===== config.mk =====
export PLATFORM = sky130hd
export DESIGN_NAME = false_color_map_pixel_unit
export DESIGN_NICKNAME = d
export VERILOG_FILES = /design/src/design/fcm_pkg.sv /design/src/design/false_color_map_pixel_unit.sv /design/src/design/fcm_divider.sv
export SDC_FILE = /design/constraint.sdc
export NUM_CORES = 1
export LEC_CHECK = 0
export BUFFER_PORTS_ARGS = -buffer_cell sky130_fd_sc_hd__buf_2
export CORE_ASPECT_RATIO = 1.2
export CORE_MARGIN = 2
export CORE_UTILIZATION = 55
export CTS_CLUSTER_DIAMETER = 120
export DETAILED_ROUTE_END_ITERATION = 12
export GPL_ROUTABILITY_DRIVEN = 0
export GPL_TIMING_DRIVEN = 0
export PLACE_DENSITY = 0.79
export SLEW_MARGIN = 15
export SYNTH_ARGS = -nofsm -noshare
export SYNTH_HDL_FRONTEND = slang
export SYNTH_SLANG_ARGS = --single-unit

===== constraint.sdc =====
create_clock -name clk -period 5.4 [get_ports clk]
set_clock_uncertainty 0.05 [all_clocks]
set_input_delay 1.08 -clock clk [delete_from_list [all_inputs] [get_ports clk]]
set_output_delay 1.08 -clock clk [all_outputs]
set_load 0.01 [all_outputs]

===== src/design/fcm_pkg.sv =====
// Shared types, constants and register indexes for the false-color pixel mapper.
package fcm_pkg;

  localparam int unsigned SAMPLE_BITS_DEF = 16;
  localparam int unsigned IN_W            = 16;
  localparam int unsigned CFG_W           = 16;
  localparam int unsigned CFG_IDX_W       = 2;
  localparam int unsigned QUO_BITS        = 11;
  localparam int unsigned CH_W            = 8;

  localparam logic [QUO_BITS-1:0] K_RAINBOW = QUO_BITS'(1280);
  localparam logic [QUO_BITS-1:0] K_CIRCLE  = QUO_BITS'(1536);
  localparam logic [QUO_BITS-1:0] K_GRAY    = QUO_BITS'(255);

  localparam logic [CH_W-1:0] CH_MAX = {CH_W{1'b1}};
  localparam logic [CH_W-1:0] CH_MIN = '0;

  localparam logic [CFG_IDX_W-1:0] CFG_IDX_MODE = 2'd0;
  localparam logic [CFG_IDX_W-1:0] CFG_IDX_LOW  = 2'd1;
  localparam logic [CFG_IDX_W-1:0] CFG_IDX_HIGH = 2'd2;

  typedef enum logic [1:0] {
    MODE_RAINBOW  = 2'd0,
    MODE_CIRCLE   = 2'd1,
    MODE_GRAY     = 2'd2,
    MODE_GRAY_INV = 2'd3
  } mode_t;

  typedef struct packed {
    mode_t mode;
    logic  blank;
    logic  top;
    logic  above;
  } ctl_t;

endpackage


===== src/design/false_color_map_pixel_unit.sv =====
// Top level of the false-color pixel mapper: range check, scaling, divider and color lookup.
//
//  Channel | Ports                                       | Direction
//  --------+---------------------------------------------+----------
//  in      | in_valid, in_stall, in_sample               | sample in
//  out     | out_valid, out_stall, out_red/green/blue,   | pixel out
//          | out_out_of_range                            |
//  cfg     | cfg_wr_en, cfg_index, cfg_wdata             | writes in
//
// One transaction is taken per clock while in_stall is low.
// The divider resolves one quotient bit per stage.
// Reset is synchronous; it clears the valid bits, mode and low, and sets high to all ones.
// Every stage holds its transaction while the next one is full, so bubbles close up.
module false_color_map_pixel_unit import fcm_pkg::*; #(
  parameter int unsigned SAMPLE_BITS = SAMPLE_BITS_DEF
) (
  input  logic                 clk,
  input  logic                 rst_n,
  input  logic                 cfg_wr_en,
  input  logic [CFG_IDX_W-1:0] cfg_index,
  input  logic [CFG_W-1:0]     cfg_wdata,
  input  logic                 in_valid,
  output logic                 in_stall,
  input  logic [IN_W-1:0]      in_sample,
  output logic                 out_valid,
  input  logic                 out_stall,
  output logic [CH_W-1:0]      out_red,
  output logic [CH_W-1:0]      out_green,
  output logic [CH_W-1:0]      out_blue,
  output logic                 out_out_of_range
);

  localparam int unsigned DW = (SAMPLE_BITS < IN_W) ? SAMPLE_BITS : IN_W;
  localparam int unsigned QB = QUO_BITS;
  localparam int unsigned NW = DW + QB;

  mode_t         mode_r;
  logic [DW-1:0] low_r;
  logic [DW-1:0] high_r;
  logic [DW-1:0] span_r;

  always_ff @(posedge clk) begin
    if (!rst_n) begin
      mode_r <= MODE_RAINBOW;
      low_r  <= '0;
      high_r <= '1;
    end else if (cfg_wr_en) begin
      case (cfg_index)
        CFG_IDX_MODE: mode_r <= mode_t'(cfg_wdata[1:0]);
        CFG_IDX_LOW:  low_r  <= cfg_wdata[DW-1:0];
        CFG_IDX_HIGH: high_r <= cfg_wdata[DW-1:0];
        default: ;
      endcase
    end
  end

  always_ff @(posedge clk) begin
    span_r <= high_r - low_r;
  end

  logic rdy_a;
  logic rdy_b;
  logic rdy_c;
  logic rdy_out;
  logic div_in_ready;

  // Stage A: registered sample.
  logic          v_a_r;
  logic [DW-1:0] smp_a_r;

  always_ff @(posedge clk) begin
    if (!rst_n) begin
      v_a_r <= 1'b0;
    end else if (rdy_a) begin
      v_a_r <= in_valid;
    end
  end

  always_ff @(posedge clk) begin
    if (rdy_a && in_valid) begin
      smp_a_r <= in_sample[DW-1:0];
    end
  end

  ctl_t             ctl_a;
  logic [DW-1:0]    opnd_a;
  logic [QB-1:0]    k_a;

  always_comb begin
    ctl_a.mode  = mode_r;
    ctl_a.blank = (high_r <= low_r) || (smp_a_r < low_r);
    ctl_a.top   = (smp_a_r >= high_r);
    ctl_a.above = (smp_a_r > high_r);
    opnd_a      = (mode_r == MODE_GRAY_INV) ? (high_r - smp_a_r) : (smp_a_r - low_r);
    case (mode_r)
      MODE_RAINBOW: k_a = K_RAINBOW;
      MODE_CIRCLE:  k_a = K_CIRCLE;
      default:      k_a = K_GRAY;
    endcase
  end

  // Stage B: operand and scale factor.
  logic          v_b_r;
  logic [DW-1:0] opnd_b_r;
  logic [QB-1:0] k_b_r;
  ctl_t          ctl_b_r;

  always_ff @(posedge clk) begin
    if (!rst_n) begin
      v_b_r <= 1'b0;
    end else if (rdy_b) begin
      v_b_r <= v_a_r;
    end
  end

  always_ff @(posedge clk) begin
    if (rdy_b && v_a_r) begin
      opnd_b_r <= opnd_a;
      k_b_r    <= k_a;
      ctl_b_r  <= ctl_a;
    end
  end

  // Stage C: scaled numerator.
  logic          v_c_r;
  logic [NW-1:0] num_c_r;
  ctl_t          ctl_c_r;

  always_ff @(posedge clk) begin
    if (!rst_n) begin
      v_c_r <= 1'b0;
    end else if (rdy_c) begin
      v_c_r <= v_b_r;
    end
  end

  always_ff @(posedge clk) begin
    if (rdy_c && v_b_r) begin
      num_c_r <= NW'(opnd_b_r) * NW'(k_b_r);
      ctl_c_r <= ctl_b_r;
    end
  end

  assign rdy_c = !v_c_r || div_in_ready;
  assign rdy_b = !v_b_r || rdy_c;
  assign rdy_a = !v_a_r || rdy_b;
  assign in_stall = !rdy_a;

  logic          div_vld;
  logic [QB-1:0] div_quo;
  ctl_t          div_ctl;

  fcm_divider #(
    .DW(DW),
    .QB(QB)
  ) u_div (
    .clk       (clk),
    .rst_n     (rst_n),
    .span      (span_r),
    .in_valid  (v_c_r),
    .in_ready  (div_in_ready),
    .in_num    (num_c_r),
    .in_ctl    (ctl_c_r),
    .out_valid (div_vld),
    .out_ready (rdy_out),
    .out_quo   (div_quo),
    .out_ctl   (div_ctl)
  );

  // Color lookup and output register.
  logic [CH_W-1:0] r_nxt;
  logic [CH_W-1:0] g_nxt;
  logic [CH_W-1:0] b_nxt;
  logic            flag_nxt;
  logic [CH_W-1:0] frac;
  logic [CH_W-1:0] frac_inv;
  logic [2:0]      seg;

  always_comb begin
    frac     = div_quo[CH_W-1:0];
    frac_inv = CH_MAX - frac;
    seg      = div_quo[QB-1:CH_W];
    r_nxt    = CH_MIN;
    g_nxt    = CH_MIN;
    b_nxt    = CH_MIN;
    flag_nxt = 1'b0;
    if (div_ctl.blank) begin
      flag_nxt = 1'b1;
    end else if (div_ctl.top) begin
      flag_nxt = div_ctl.above;
      case (div_ctl.mode)
        MODE_RAINBOW: begin
          r_nxt = div_ctl.above ? CH_MIN : CH_MAX;
        end
        MODE_CIRCLE: begin
          r_nxt = CH_MAX;
          b_nxt = CH_MAX;
        end
        MODE_GRAY: begin
          r_nxt = CH_MAX;
          g_nxt = CH_MAX;
          b_nxt = CH_MAX;
        end
        default: ;
      endcase
    end else if (div_ctl.mode == MODE_GRAY || div_ctl.mode == MODE_GRAY_INV) begin
      r_nxt = frac;
      g_nxt = frac;
      b_nxt = frac;
    end else begin
      case (seg)
        3'd0: begin
          r_nxt = frac_inv;
          b_nxt = CH_MAX;
        end
        3'd1: begin
          g_nxt = frac;
          b_nxt = CH_MAX;
        end
        3'd2: begin
          g_nxt = CH_MAX;
          b_nxt = frac_inv;
        end
        3'd3: begin
          r_nxt = frac;
          g_nxt = CH_MAX;
        end
        3'd4: begin
          r_nxt = CH_MAX;
          g_nxt = frac_inv;
        end
        default: begin
          r_nxt = CH_MAX;
          b_nxt = frac;
        end
      endcase
    end
  end

  logic            out_valid_r;
  logic [CH_W-1:0] out_red_r;
  logic [CH_W-1:0] out_green_r;
  logic [CH_W-1:0] out_blue_r;
  logic            out_flag_r;

  assign rdy_out = !out_valid_r || !out_stall;

  always_ff @(posedge clk) begin
    if (!rst_n) begin
      out_valid_r <= 1'b0;
    end else if (rdy_out) begin
      out_valid_r <= div_vld;
    end
  end

  always_ff @(posedge clk) begin
    if (rdy_out && div_vld) begin
      out_red_r   <= r_nxt;
      out_green_r <= g_nxt;
      out_blue_r  <= b_nxt;
      out_flag_r  <= flag_nxt;
    end
  end

  assign out_valid        = out_valid_r;
  assign out_red          = out_red_r;
  assign out_green        = out_green_r;
  assign out_blue         = out_blue_r;
  assign out_out_of_range = out_flag_r;

  // A gray pixel always has equal channels.
  a_gray_equal: assert property (@(posedge clk) disable iff (!rst_n)
    out_valid_r && (mode_r == MODE_GRAY || mode_r == MODE_GRAY_INV)
    |-> (out_red_r == out_green_r) && (out_green_r == out_blue_r))
    else $error("gray pixel with unequal channels");

  // An in-range hue pixel has one channel at full scale and one at zero.
  a_hue_shape: assert property (@(posedge clk) disable iff (!rst_n)
    out_valid_r && !out_flag_r && (mode_r == MODE_RAINBOW || mode_r == MODE_CIRCLE)
    |-> (out_red_r == CH_MAX || out_green_r == CH_MAX || out_blue_r == CH_MAX) &&
        (out_red_r == CH_MIN || out_green_r == CH_MIN || out_blue_r == CH_MIN))
    else $error("hue pixel off the color wheel");

  // An empty range yields flagged black.
  a_empty_range: assert property (@(posedge clk) disable iff (!rst_n)
    out_valid_r && (high_r <= low_r)
    |-> out_flag_r && out_red_r == CH_MIN && out_green_r == CH_MIN && out_blue_r == CH_MIN)
    else $error("empty range did not give flagged black");

endmodule


===== src/design/fcm_divider.sv =====
// Pipelined restoring divider, one quotient bit per stage, with side-band control.
module fcm_divider import fcm_pkg::*; #(
  parameter int unsigned DW = SAMPLE_BITS_DEF,
  parameter int unsigned QB = QUO_BITS
) (
  input  logic             clk,
  input  logic             rst_n,
  input  logic [DW-1:0]    span,
  input  logic             in_valid,
  output logic             in_ready,
  input  logic [DW+QB-1:0] in_num,
  input  ctl_t             in_ctl,
  output logic             out_valid,
  input  logic             out_ready,
  output logic [QB-1:0]    out_quo,
  output ctl_t             out_ctl
);

  localparam int unsigned NW = DW + QB;

  logic [DW-1:0] st_rem [QB];
  logic [QB-1:0] st_lo  [QB];
  logic [QB-1:0] st_quo [QB];
  ctl_t          st_ctl [QB];
  logic          st_vld [QB];
  logic          rdy    [QB+1];

  assign rdy[QB] = out_ready;

  for (genvar j = 0; j < QB; j++) begin : g_step
    logic [DW-1:0] src_rem;
    logic [QB-1:0] src_lo;
    logic [QB-1:0] src_quo;
    ctl_t          src_ctl;
    logic          src_vld;
    logic [DW:0]   trial;
    logic [DW:0]   diff;
    logic          ge;
    logic [DW-1:0] rem_r;
    logic [QB-1:0] lo_r;
    logic [QB-1:0] quo_r;
    ctl_t          ctl_r;
    logic          vld_r;

    if (j == 0) begin : g_first
      assign src_rem = in_num[NW-1:QB];
      assign src_lo  = in_num[QB-1:0];
      assign src_quo = '0;
      assign src_ctl = in_ctl;
      assign src_vld = in_valid;
    end else begin : g_next
      assign src_rem = st_rem[j-1];
      assign src_lo  = st_lo[j-1];
      assign src_quo = st_quo[j-1];
      assign src_ctl = st_ctl[j-1];
      assign src_vld = st_vld[j-1];
    end

    assign trial = {src_rem, src_lo[QB-1]};
    assign diff  = trial - {1'b0, span};
    assign ge    = (trial >= {1'b0, span});
    assign rdy[j] = !vld_r || rdy[j+1];

    always_ff @(posedge clk) begin
      if (!rst_n) begin
        vld_r <= 1'b0;
      end else if (rdy[j]) begin
        vld_r <= src_vld;
      end
    end

    always_ff @(posedge clk) begin
      if (rdy[j] && src_vld) begin
        rem_r <= ge ? diff[DW-1:0] : trial[DW-1:0];
        lo_r  <= {src_lo[QB-2:0], 1'b0};
        quo_r <= {src_quo[QB-2:0], ge};
        ctl_r <= src_ctl;
      end
    end

    assign st_rem[j] = rem_r;
    assign st_lo[j]  = lo_r;
    assign st_quo[j] = quo_r;
    assign st_ctl[j] = ctl_r;
    assign st_vld[j] = vld_r;
  end

  assign in_ready  = rdy[0];
  assign out_valid = st_vld[QB-1];
  assign out_quo   = st_quo[QB-1];
  assign out_ctl   = st_ctl[QB-1];

endmodule

# Word-level counts from Yosys, hierarchy flattened
# Cells that the tools add are included.
[classes]
n_addsub = 14
multipliers = 1
order_cmp = 15
eq_ne = 11
muxes = 26
reduce_logical = 61
[op_table]
columns = ["cell", "count"]
rows = [
  ["$sub A16 B16 Y16", 13],
  ["$ge A17 B16 Y1", 11],
  ["$mux W16", 11],
  ["$mux W8", 9],
  ["$pmux W8 S3", 3],
  ["$mul A16 B11 Y27", 1],
  ["$pmux W11 S2", 1],
  ["$logic_not A1 Y1", 17],
  ["$logic_or A1 B1 Y1", 17],
  ["$ge A16 B16 Y1", 1],
  ["$gt A16 B16 Y1", 1],
  ["$le A16 B16 Y1", 1],
  ["$lt A16 B16 Y1", 1],
  ["$pmux W8 S2", 1],
  ["$logic_and A1 B1 Y1", 15],
  ["$reduce_or A2 Y1", 5],
  ["$eq A2 B2 Y1 const B", 4],
  ["$sub A8 B8 Y8 const A", 1],
  ["$eq A2 B1 Y1 const B", 3],
  ["$eq A3 B2 Y1 const B", 2],
  ["$logic_not A2 Y1", 3],
  ["$reduce_and A2 Y1", 3],
  ["$eq A3 B1 Y1 const B", 1],
  ["$eq A3 B3 Y1 const B", 1],
  ["2 further kinds", 2],
]
[word_totals]
regBits = 506
in_bits = 39
out_inout_bits = 27
word_cells = 238

# Longest topological paths before layout
# Gate-level depths: netlist of the first run.
[logic_depth]
depth_word = 17
mapped_depth = 23
mapped_depth_nobuf = 20

# By module
# A second synthesis of the first run with hierarchy kept.
[hier_totals]
cells_unflattened = 3157
area_unflattened_um2 = 32980.4
[by_module_without_submodules]
columns = ["module", "n_inst", "cells_each", "area_per_inst_um2", "seq_area_each_um2"]
rows = [
  ["fcm_divider", 1, 1786, 20070.5, 10309.9],
  ["false_color_map_pixel_unit", 1, 1371, 12909.9, 4023.9],
]

# Least setup slack after synthesis of the first run
# Ideal clock, no wire load.
[synth_path]
kind = "register to register"
start = "register k_b_r[7]"
end = "register num_c_r[26], data pin"
setup_ns = 0.260
arrival_ns = 5.649
slack_ns = -0.559
path_stages_with_launch = 23
n_path_buf = 3
path_cell_list = "edfxtp_1 clkbuf_1 clkbuf_1 nand2_1 inv_1 fa_1 inv_1 fa_1 inv_1 fa_1 fa_1 inv_1 fa_1 inv_1 ha_1 clkbuf_1 and4_1 a221oi_1 a31oi_1 a2111oi_0 o21bai_1 a21oi_1 xnor2_1"
[synth_between]
elab_chain_len = 1
[synth_rtl]
columns = ["item", "line_no", "rtl"]
rows = [
  ["start, declared", "false_color_map_pixel_unit.sv:105", "logic [QB-1:0] k_b_r;"],
  ["start signal, assigned", "false_color_map_pixel_unit.sv:119", "k_b_r <= k_a;"],
  ["$mul A16 B11 Y27", "false_color_map_pixel_unit.sv:139", "num_c_r <= NW'(opnd_b_r) * NW'(k_b_r);"],
  ["end signal, assigned", "false_color_map_pixel_unit.sv:139", ""],
  ["end, declared", "false_color_map_pixel_unit.sv:126", "logic [NW-1:0] num_c_r;"],
]
# No other way between the ends.
# A chain may end at the register's enable or synchronous reset.

# Final worst setup path of the first run
[layout_path]
start = "register k_b_r[7]"
end = "register num_c_r[24], data pin"
# The elaborated chain is that of the path after synthesis.

==> results of run 1 <==
[per-layer routing]
layer	vias to the layer above	routed length (um)	global-route usage (%)	share of wire (%)
met1	11330	28320	27.31	36
met5	-	0	0	0
met2	949	39530	45.73	51
met4	0	5716	17.14	7.4
li1	11132	-	-	-
met3	331	4098	3.910	5.3
[path summary, 6_finish.rpt]
kind	from	endpoint	depth (start not counted)
setup / recovery	k_b_r[7]$_DFFE_PP_	num_c_r[24]$_DFFE_PP_	23
hold / removal	u_div.g_step[4].quo_r[3]$_DFFE_PP_	u_div.g_step[5].quo_r[4]$_DFFE_PP_	0
setup reg to reg	k_b_r[7]$_DFFE_PP_	num_c_r[24]$_DFFE_PP_	23
hold reg to reg	u_div.g_step[4].quo_r[3]$_DFFE_PP_	u_div.g_step[5].quo_r[4]$_DFFE_PP_	0
[sequential cells by signal (all words and copies together) (netlist names), 9 cells and up]
signal and count:
u_div.g_step.src_quo 10, num_c_r 27, u_div.g_step.lo_r 54, smp_a_r 16
u_div.out_quo 11, low_r 16, u_div.g_step.vld_r 9, u_div.g_step.src_rem 16
span_r 16, u_div.g_step.rem_r 144, u_div.g_step.quo_r 45, u_div.g_step.ctl_r 45
opnd_b_r 16, high_r 16
[synthesized netlist by cell type, types with 7 or more instances]
cell | count | share of area [%]
sky130_fd_sc_hd__or3_1 | 18 | 0.34
sky130_fd_sc_hd__edfxtp_1 | 434 | 40
sky130_fd_sc_hd__o21bai_1 | 12 | 0.28
sky130_fd_sc_hd__a31oi_1 | 9 | 0.17
sky130_fd_sc_hd__xor2_1 | 62 | 1.7
sky130_fd_sc_hd__nor2_1 | 228 | 2.6
sky130_fd_sc_hd__a22oi_1 | 16 | 0.37
sky130_fd_sc_hd__o21a_1 | 39 | 0.90
sky130_fd_sc_hd__nand3b_1 | 7 | 0.16
sky130_fd_sc_hd__and3_1 | 26 | 0.50
sky130_fd_sc_hd__dfxtp_1 | 65 | 4.0
sky130_fd_sc_hd__buf_2 | 8 | 0.12
sky130_fd_sc_hd__nor3_1 | 57 | 0.87
sky130_fd_sc_hd__a21o_1 | 55 | 1.3
sky130_fd_sc_hd__or2_2 | 9 | 0.17
sky130_fd_sc_hd__o31ai_1 | 15 | 0.34
sky130_fd_sc_hd__fa_1 | 125 | 7.7
sky130_fd_sc_hd__o21ai_1 | 14 | 0.21
sky130_fd_sc_hd__nor4_1 | 9 | 0.17
sky130_fd_sc_hd__mux2_2 | 69 | 2.4
sky130_fd_sc_hd__mux2i_1 | 21 | 0.64
sky130_fd_sc_hd__a21boi_0 | 34 | 0.78
sky130_fd_sc_hd__mux2_1 | 10 | 0.34
sky130_fd_sc_hd__o211ai_1 | 9 | 0.21
sky130_fd_sc_hd__a21oi_1 | 183 | 2.8
sky130_fd_sc_hd__o21ai_0 | 130 | 2.0
sky130_fd_sc_hd__inv_1 | 317 | 3.6
sky130_fd_sc_hd__nand2_1 | 229 | 2.6
sky130_fd_sc_hd__o41a_1 | 7 | 0.24
sky130_fd_sc_hd__o22ai_1 | 8 | 0.15
sky130_fd_sc_hd__and2_1 | 45 | 0.86
sky130_fd_sc_hd__a41oi_1 | 9 | 0.24
sky130_fd_sc_hd__clkbuf_1 | 35 | 0.40
sky130_fd_sc_hd__nand2b_1 | 26 | 0.50
sky130_fd_sc_hd__nand4_1 | 31 | 0.59
sky130_fd_sc_hd__nand3_1 | 51 | 0.78
sky130_fd_sc_hd__nor2b_1 | 56 | 1.1
sky130_fd_sc_hd__ha_1 | 289 | 11
sky130_fd_sc_hd__xnor2_1 | 97 | 2.6
sky130_fd_sc_hd__a211oi_1 | 24 | 0.55
[kinds of logic (layout without fill, tap and decap cells)]
| kind of cell | Yosys count | after routing | share of synthesized area, % |
|---|---|---|---|
| and+or+nand+nor | 817 | 817 | 11.91 |
| other | 0 | 1 | 0 |
| muxes | 105 | 105 | 3.595 |
| buffers and inverters | 374 | 581 | 4.498 |
| DFF | 499 | 499 | 43.86 |
| xor gates and xnor gates | 159 | 159 | 4.261 |
| adders and majority gates | 414 | 414 | 18.72 |
| AOI/OAI and AO/OA | 645 | 645 | 13.15 |
[final cells by class]
| type | instances | share of cell area, % |
|---|---|---|
| repair buffers | 112 | 2.430 |
| diodes | 1 | 0.006750 |
| well taps | 792 | 2.673 |
| flip-flops and latches | 499 | 38.67 |
| clock buffers | 61 | 3.571 |
| inverters | 317 | 3.318 |
| plain buffers | 57 | 0.8809 |
| clock inverters | 34 | 1.161 |
| multi-input cells | 2140 | 47.29 |
[through the flow]
stage                     power [mW]  util, %  cell area, sq um  worst slack [ps]  hold WS, ps
after floorplan                9.773        -             33070            -139.5        350.3
after global placement         10.81    58.65             34380            -681.4        350.3
after detailed placement       11.10    59.33             34780            -579.3        354.5
after CTS                      15.33    62.89             36860            -297.3        351.7
after global routing           16.66    63.24             37070            -519.1        350.6
final                          15.75    63.24             37070            -383.7        353.4
[power by group]
group	switching (mW)	internal (mW)
Sequential	0.108	4.61
Clock	1.52	2.15
Combinational	4.03	3.34
[critical path: cells and delay by family, from the launching register on]
kind	cells	cell delay [ps]
AOI/OAI and AO/OA	5	1050
buffers and inverters	9	890
xor gates and xnor gates	1	90
adders and majority gates	6	2870
DFF	1	400
and+or+nand+nor	2	160
[timing repair]
| item | CTS | global route |
|---|---|---|
| hold endpoints to repair | 0 | 0 |
| setup endpoints to repair | 9 | 11 |
| cloned | 1 | 0 |
| pin swaps | 35 | 40 |
| gates resized for setup | 36 | 36 |
| buffers inserted | 21 | 14 |
==> results_tabular.tex, run 1 <==
\begin{tabular}{lr}
\hline
Metric & Value \\
\hline
\multicolumn{2}{l}{\textbf{Worst setup path}} \\
Minimum setup slack among reg-to-reg paths & -380 ps \\
CP Launch Type & flop \\
CP most frequent cell & sky130\_fd\_sc\_hd\_\_fa\_1 \\
Critical path's largest stage delay & 560 ps \\
Cell Chain, Critical Path & buf\_8, clkbuf\_16, nand2\_8, inv\_2, fa\_1, inv\_1, fa\_1, inv\_1, fa\_1, fa\_1, inv\_2, fa\_1, inv\_2, ha\_4, a21oi\_2, nand2\_2, a221oi\_4, a31oi\_4, buf\_6, buf\_4, a211o\_1, a21oi\_2, xnor2\_1 \\
Endpoint class of the critical path & flop \\
Startpoint-to-endpoint class of the critical path & flop to flop \\
Critical path required time & 5710 ps \\
Critical Path AT & 6090 ps \\
Crit path max-delay cell type & sky130\_fd\_sc\_hd\_\_fa\_1 \\
Peak fanout along the critical path & 7 \\
\multicolumn{2}{l}{\textbf{Route}} \\
Wire length reported by the detailed router & 77,660 um \\
Total via count after detailed routing & 23,742 \\
Final ANT Viol Nets & 0 \\
Iter 0 DRT Violations & 1,607 \\
Vias/cell & 5.916 \\
DRT Pass-1 Iters & 5 \\
Final routed DRC violation total & 0 \\
Post-DR wirelength/cell & 19.35 um \\
\multicolumn{2}{l}{\textbf{Die}} \\
Effective utilization at floorplan & 55.75\% \\
Top-level port count & 66 \\
Standard-cell rows & 97 \\
Die Height & 271.0 um \\
Area of the core region & 58,620 sq um \\
X dimension of the die & 226.5 um \\
Area of the die & 61,400 sq um \\
\multicolumn{2}{l}{\textbf{Global routing}} \\
Via count of the first global-routing pass & 24,399 \\
Number of antenna violations at the first check in global routing & 1 \\
Pin count of the biggest net entering global routing & 32 \\
Global-route wire length before repair & 123,200 um \\
Total routing resource utilization after global routing & 25.43\% \\
Global route overflow & 0 \\
\multicolumn{2}{l}{\textbf{Yosys}} \\
Warnings, synthesis & 0 \\
Fraction of the yosys area taken by sequential cells & 43.86\% \\
Unique masters post-synth & 80 \\
Async set-reset flop share out of synthesis & 0\% \\
Count of flip-flops with a built-in enable after synthesis & 434 \\
Cell area after synthesis & 32,680 sq um \\
Number of cells produced by synthesis & 3,013 \\
Net count after synthesis & 3,466 \\
Primary flip-flop cell chosen by synthesis mapping & sky130\_fd\_sc\_hd\_\_edfxtp\_1 \\
Avg Cell Area, Syn & 10.85 sq um \\
Yosys reg bits & 499 \\
\multicolumn{2}{l}{\textbf{Timing}} \\
Fin. Hold Viols & 0 \\
Final period demand of the worst path & 5784 ps \\
Top achievable clock speed & 0.1729 GHz \\
Transition time of the tightest slew-check pin & 1176 ps \\
Final worst setup slack & -383.7 ps \\
Max Slew Vio Count & 0 \\
Post-route clock period utilization & 107.1\% \\
Sum of negative setup slack & -1726 ps \\
Setup repair after global routing missed its margin & yes \\
Count of endpoints failing setup in the final report & 9 \\
Tightest slew margin relative to the limit & 21.52\% \\
\multicolumn{2}{l}{\textbf{Outcome}} \\
Failing checks & negative setup slack \\
Status & complete, but fails checks \\
\multicolumn{2}{l}{\textbf{Power and ir drop}} \\
Max IR drop VDD & 570.6 uV \\
Ratio of total power to cell area & 424.9 nW/um\^{}2 \\
Static leakage & 15.08 nW \\
\multicolumn{2}{l}{\textbf{Clock network}} \\
Num Clock Sinks & 499 \\
Cts bufs inserted & 51 \\
Buffers from clock root to sink, at most & 3 \\
Clock latency at the later pin of the worst-skew pair & 630 ps \\
Buffer type at the clock tree root & sky130\_fd\_sc\_hd\_\_clkbuf\_16 \\
Clock-pin slew reported for the worst setup and hold paths after clock tree synthesis & 60 ps \\
CTS tree & yes \\
Hold Buf Count CTS & 0 \\
H-Tree Level Count & 2 \\
\multicolumn{2}{l}{\textbf{Finish}} \\
Fill cell count & 4,394 \\
Most frequent cells in the layout & sky130\_fd\_sc\_hd\_\_edfxtp\_1 (434), sky130\_fd\_sc\_hd\_\_inv\_1 (291), sky130\_fd\_sc\_hd\_\_ha\_1 (278) \\
Total area of multi-input combinational cells & 17,530 sq um \\
Storage element area & 14,330 sq um \\
Final nets & 3,631 \\
Fraction of final layout cells sized beyond drive strength 1 & 13.11\% \\
Area added between synthesis and finish & 13.43\% \\
Final standard cell count with taps included and fillers excluded & 4,013 \\
Most common library cell in the layout ignoring fill and taps & sky130\_fd\_sc\_hd\_\_edfxtp\_1 \\
\multicolumn{2}{l}{\textbf{Placed design}} \\
Placed cells & 3,881 \\
Half-perimeter wire length after detailed placement & 58,240 um \\
Total of buffers placed on input and output ports & 64 \\
\multicolumn{2}{l}{\textbf{Hold path}} \\
Worst hold path type & flop to flop \\
\multicolumn{2}{l}{\textbf{Flow run}} \\
Number of maximum-capacitance constraint violations & 0 \\
\hline
\end{tabular}
No activity file was read; power rests on OpenSTA's default activity.
==> inputs of run 2 (changes only) <==
PLACE_DENSITY = 0.76   (was 0.79)
REMOVE_ABC_BUFFERS = 1   (was default)
clock period = 7.07 ns   (was 5.4 ns; I/O delays follow)
==> run 2 against run 1 <==
Effect of this change:
- the run now ends clean
- clock-buffer cell count increased by 4
- setup slack better by 960 ps
- hold slack lost 7.2 ps
- global-route usage down 1.8 points
- die area stayed put
- maximum frequency decreased by 11%
- register-to-register slack improved by 960 ps
- core utilization is 2.0 points lower
- cell area fell by 3.1%
- sequential power down 24%
- total power shrank 31%
- via count decreased by 3.1%
- largest cell class unchanged
==> results_tabular.tex, run 2 (synthesis gave the netlist of run 1 again) <==
\begin{tabular}{lr}
\hline
Metric & Value \\
\hline
\multicolumn{2}{l}{\textbf{Outcome}} \\
Status & finished clean \\
\multicolumn{2}{l}{\textbf{Route}} \\
Vias/cell & 5.862 \\
Iter 0 DRT Violations & 1,461 \\
Post-DR wirelength/cell & 18.31 um \\
Final routed DRC violation total & 0 \\
Wire length reported by the detailed router & 71,830 um \\
Final ANT Viol Nets & 0 \\
DRT Pass-1 Iters & 5 \\
Total via count after detailed routing & 22,996 \\
\multicolumn{2}{l}{\textbf{Die}} \\
X dimension of the die & 226.5 um \\
Standard-cell rows & 97 \\
Area of the die & 61,400 sq um \\
Effective utilization at floorplan & 55.75\% \\
Die Height & 271.0 um \\
Area of the core region & 58,620 sq um \\
Top-level port count & 66 \\
\multicolumn{2}{l}{\textbf{Hold path}} \\
Critical hold path startpoint & u\_div.g\_step[5].lo\_r[6]\$\_DFFE\_PP\_ \\
Hold depth & 0 \\
Worst hold path type & flop to flop \\
Endpoint of the worst hold path & u\_div.g\_step[6].lo\_r[7]\$\_DFFE\_PP\_ \\
\multicolumn{2}{l}{\textbf{Timing}} \\
Smallest hold slack & 346.1 ps \\
Transition time of the tightest slew-check pin & 1025 ps \\
Count of endpoints failing setup in the final report & 0 \\
Top achievable clock speed & 0.1539 GHz \\
Setup repair after global routing missed its margin & no \\
Sum of negative setup slack & 0 ps \\
Fin. Hold Viols & 0 \\
Tightest slew margin relative to the limit & 31.60\% \\
Max Slew Vio Count & 0 \\
Final period demand of the worst path & 6496 ps \\
Post-route clock period utilization & 91.88\% \\
\multicolumn{2}{l}{\textbf{Finish}} \\
Flip-flop count of the largest register, all copies and words added & 144 \\
Fin util & 61.25\% \\
Fill cell count & 4,554 \\
Most frequent cells in the layout & sky130\_fd\_sc\_hd\_\_edfxtp\_1 (434), sky130\_fd\_sc\_hd\_\_inv\_1 (317), sky130\_fd\_sc\_hd\_\_ha\_1 (289) \\
Area added between synthesis and finish & 9.870\% \\
Final nets & 3,542 \\
Register name with the most flops & u\_div.g\_step.rem\_r \\
Total non-filler cell area in the finished layout & 35,910 sq um \\
Antenna Cells & 0 \\
Most common library cell in the layout ignoring fill and taps & sky130\_fd\_sc\_hd\_\_edfxtp\_1 \\
Largest registers in the final layout & u\_div.g\_step.rem\_r x144, u\_div.g\_step.lo\_r x54 \\
Fraction of final layout cells sized beyond drive strength 1 & 8.975\% \\
\multicolumn{2}{l}{\textbf{Clock network}} \\
Hold Buf Count CTS & 0 \\
Buffers from clock root to sink, at most & 3 \\
Number of resized instances in the post-cts repair step & 0 \\
Clock-pin slew reported for the worst setup and hold paths after clock tree synthesis & 60 ps \\
H-Tree Level Count & 2 \\
Num Clock Sinks & 499 \\
Clock latency at the later pin of the worst-skew pair & 620 ps \\
Cts bufs inserted & 51 \\
Buffer type at the clock tree root & sky130\_fd\_sc\_hd\_\_clkbuf\_16 \\
Post-CTS setup buffers & 0 \\
CTS tree & yes \\
\multicolumn{2}{l}{\textbf{Placed design}} \\
Total of buffers placed on input and output ports & 65 \\
Half-perimeter wire length after detailed placement & 54,870 um \\
Post-Place Cell Area & 34,090 sq um \\
\multicolumn{2}{l}{\textbf{Worst setup path}} \\
RR Endpoint & num\_c\_r[26]\$\_DFFE\_PP\_ \\
Reg-to-reg critical path startpoint & k\_b\_r[7]\$\_DFFE\_PP\_ \\
Worst reg-to-reg path cell count & 20 \\
CP Launch Type & flop \\
Endpoint class of the critical path & flop \\
Minimum setup slack among reg-to-reg paths & 570 ps \\
Peak fanout along the critical path & 16 \\
Startpoint-to-endpoint class of the critical path & flop to flop \\
Critical path required time & 7390 ps \\
Critical Path AT & 6810 ps \\
\multicolumn{2}{l}{\textbf{Global routing}} \\
Global route overflow & 0 \\
Met2 layer usage reported by global route & 44.94\% \\
Layer carrying the most global-route usage & met2 \\
Pin count of the biggest net entering global routing & 50 \\
Total routing resource utilization after global routing & 23.67\% \\
Via count of the first global-routing pass & 23,899 \\
GR Layer Usage met3 & 2.965\% \\
Met1 routing resource usage after global routing & 24.35\% \\
Number of antenna violations at the first check in global routing & 0 \\
Global-route wire length before repair & 116,400 um \\
\multicolumn{2}{l}{\textbf{Power and ir drop}} \\
Static leakage & 14.73 nW \\
Max IR drop VDD & 346.8 uV \\
Ratio of total power to cell area & 301.9 nW/um\^{}2 \\
\multicolumn{2}{l}{\textbf{Flow run}} \\
Number of maximum-capacitance constraint violations & 0 \\
\hline
\end{tabular}
-- run 2: stage by stage --
| step | total power, mW | std cells | worst slack [ps] |
|---|---|---|---|
| floorplan | 7.058 | 2956 | 1231 |
| global placement | 7.852 | 3813 | 638.9 |
| detailed placement | 8.033 | 3825 | 594.6 |
| CTS | 10.86 | 3920 | 571.5 |
| global route | 11.54 | 3923 | 164.6 |
| finish | 10.84 | 3923 | 574.1 |
-- run 2: report_power, final --
| group | leakage, nW | switching [mW] | internal (mW) |
|---|---|---|---|
| combinational | 9.41 | 2.56 | 1.89 |
| sequential | 4.46 | 0.0807 | 3.52 |
| clock | 0.853 | 1.16 | 1.63 |
-- run 2: metal layers --
layer	wire [um]	up-vias	part of all wire, %
met4	4787	0	6.7
met3	2699	263	3.8
met5	0	-	0
li1	-	10963	-
met1	25900	11100	36
met2	38440	670	54
-- run 2: worst max-delay path, cell delays in order, from the launching register on --
cell	delay, ps
sky130_fd_sc_hd__edfxtp_1	710
sky130_fd_sc_hd__nand2_1	340
sky130_fd_sc_hd__inv_1	240
sky130_fd_sc_hd__fa_1	430
sky130_fd_sc_hd__inv_1	140
sky130_fd_sc_hd__fa_1	440
sky130_fd_sc_hd__inv_1	90
sky130_fd_sc_hd__fa_1	450
sky130_fd_sc_hd__fa_1	550
sky130_fd_sc_hd__inv_1	60
sky130_fd_sc_hd__fa_1	530
sky130_fd_sc_hd__inv_1	40
sky130_fd_sc_hd__ha_1	360
sky130_fd_sc_hd__a21oi_1	200
sky130_fd_sc_hd__o21ai_0	180
sky130_fd_sc_hd__a221oi_1	400
sky130_fd_sc_hd__a31oi_1	240
sky130_fd_sc_hd__a2111oi_0	390
sky130_fd_sc_hd__o21bai_1	130
sky130_fd_sc_hd__a21oi_1	180
sky130_fd_sc_hd__xnor2_1	80
-- run 2: final cells by class --
type / instances / area, sq um / share of cell area, %
well taps: 792 / 991.0 / 2.760
clock buffers: 65 / 1391 / 3.875
multi-input cells: 2140 / 17000 / 47.36
inverters: 317 / 1190 / 3.314
repair buffers: 80 / 615.6 / 1.714
flip-flops and latches: 499 / 14330 / 39.92
clock inverters: 30 / 381.6 / 1.063
-- run 2: worst max-delay path by stage --
stage | from | to | slack (ps)
after floorplan | k_b_r[7]$_DFFE_PP_ | num_c_r[26]$_DFFE_PP_ | 1230
after global placement | k_b_r[7]$_DFFE_PP_ | num_c_r[26]$_DFFE_PP_ | 640
after detailed placement | k_b_r[7]$_DFFE_PP_ | num_c_r[26]$_DFFE_PP_ | 590
after CTS | k_b_r[7]$_DFFE_PP_ | num_c_r[26]$_DFFE_PP_ | 570
after global routing | k_b_r[7]$_DFFE_PP_ | num_c_r[26]$_DFFE_PP_ | 160
final | k_b_r[7]$_DFFE_PP_ | num_c_r[26]$_DFFE_PP_ | 570
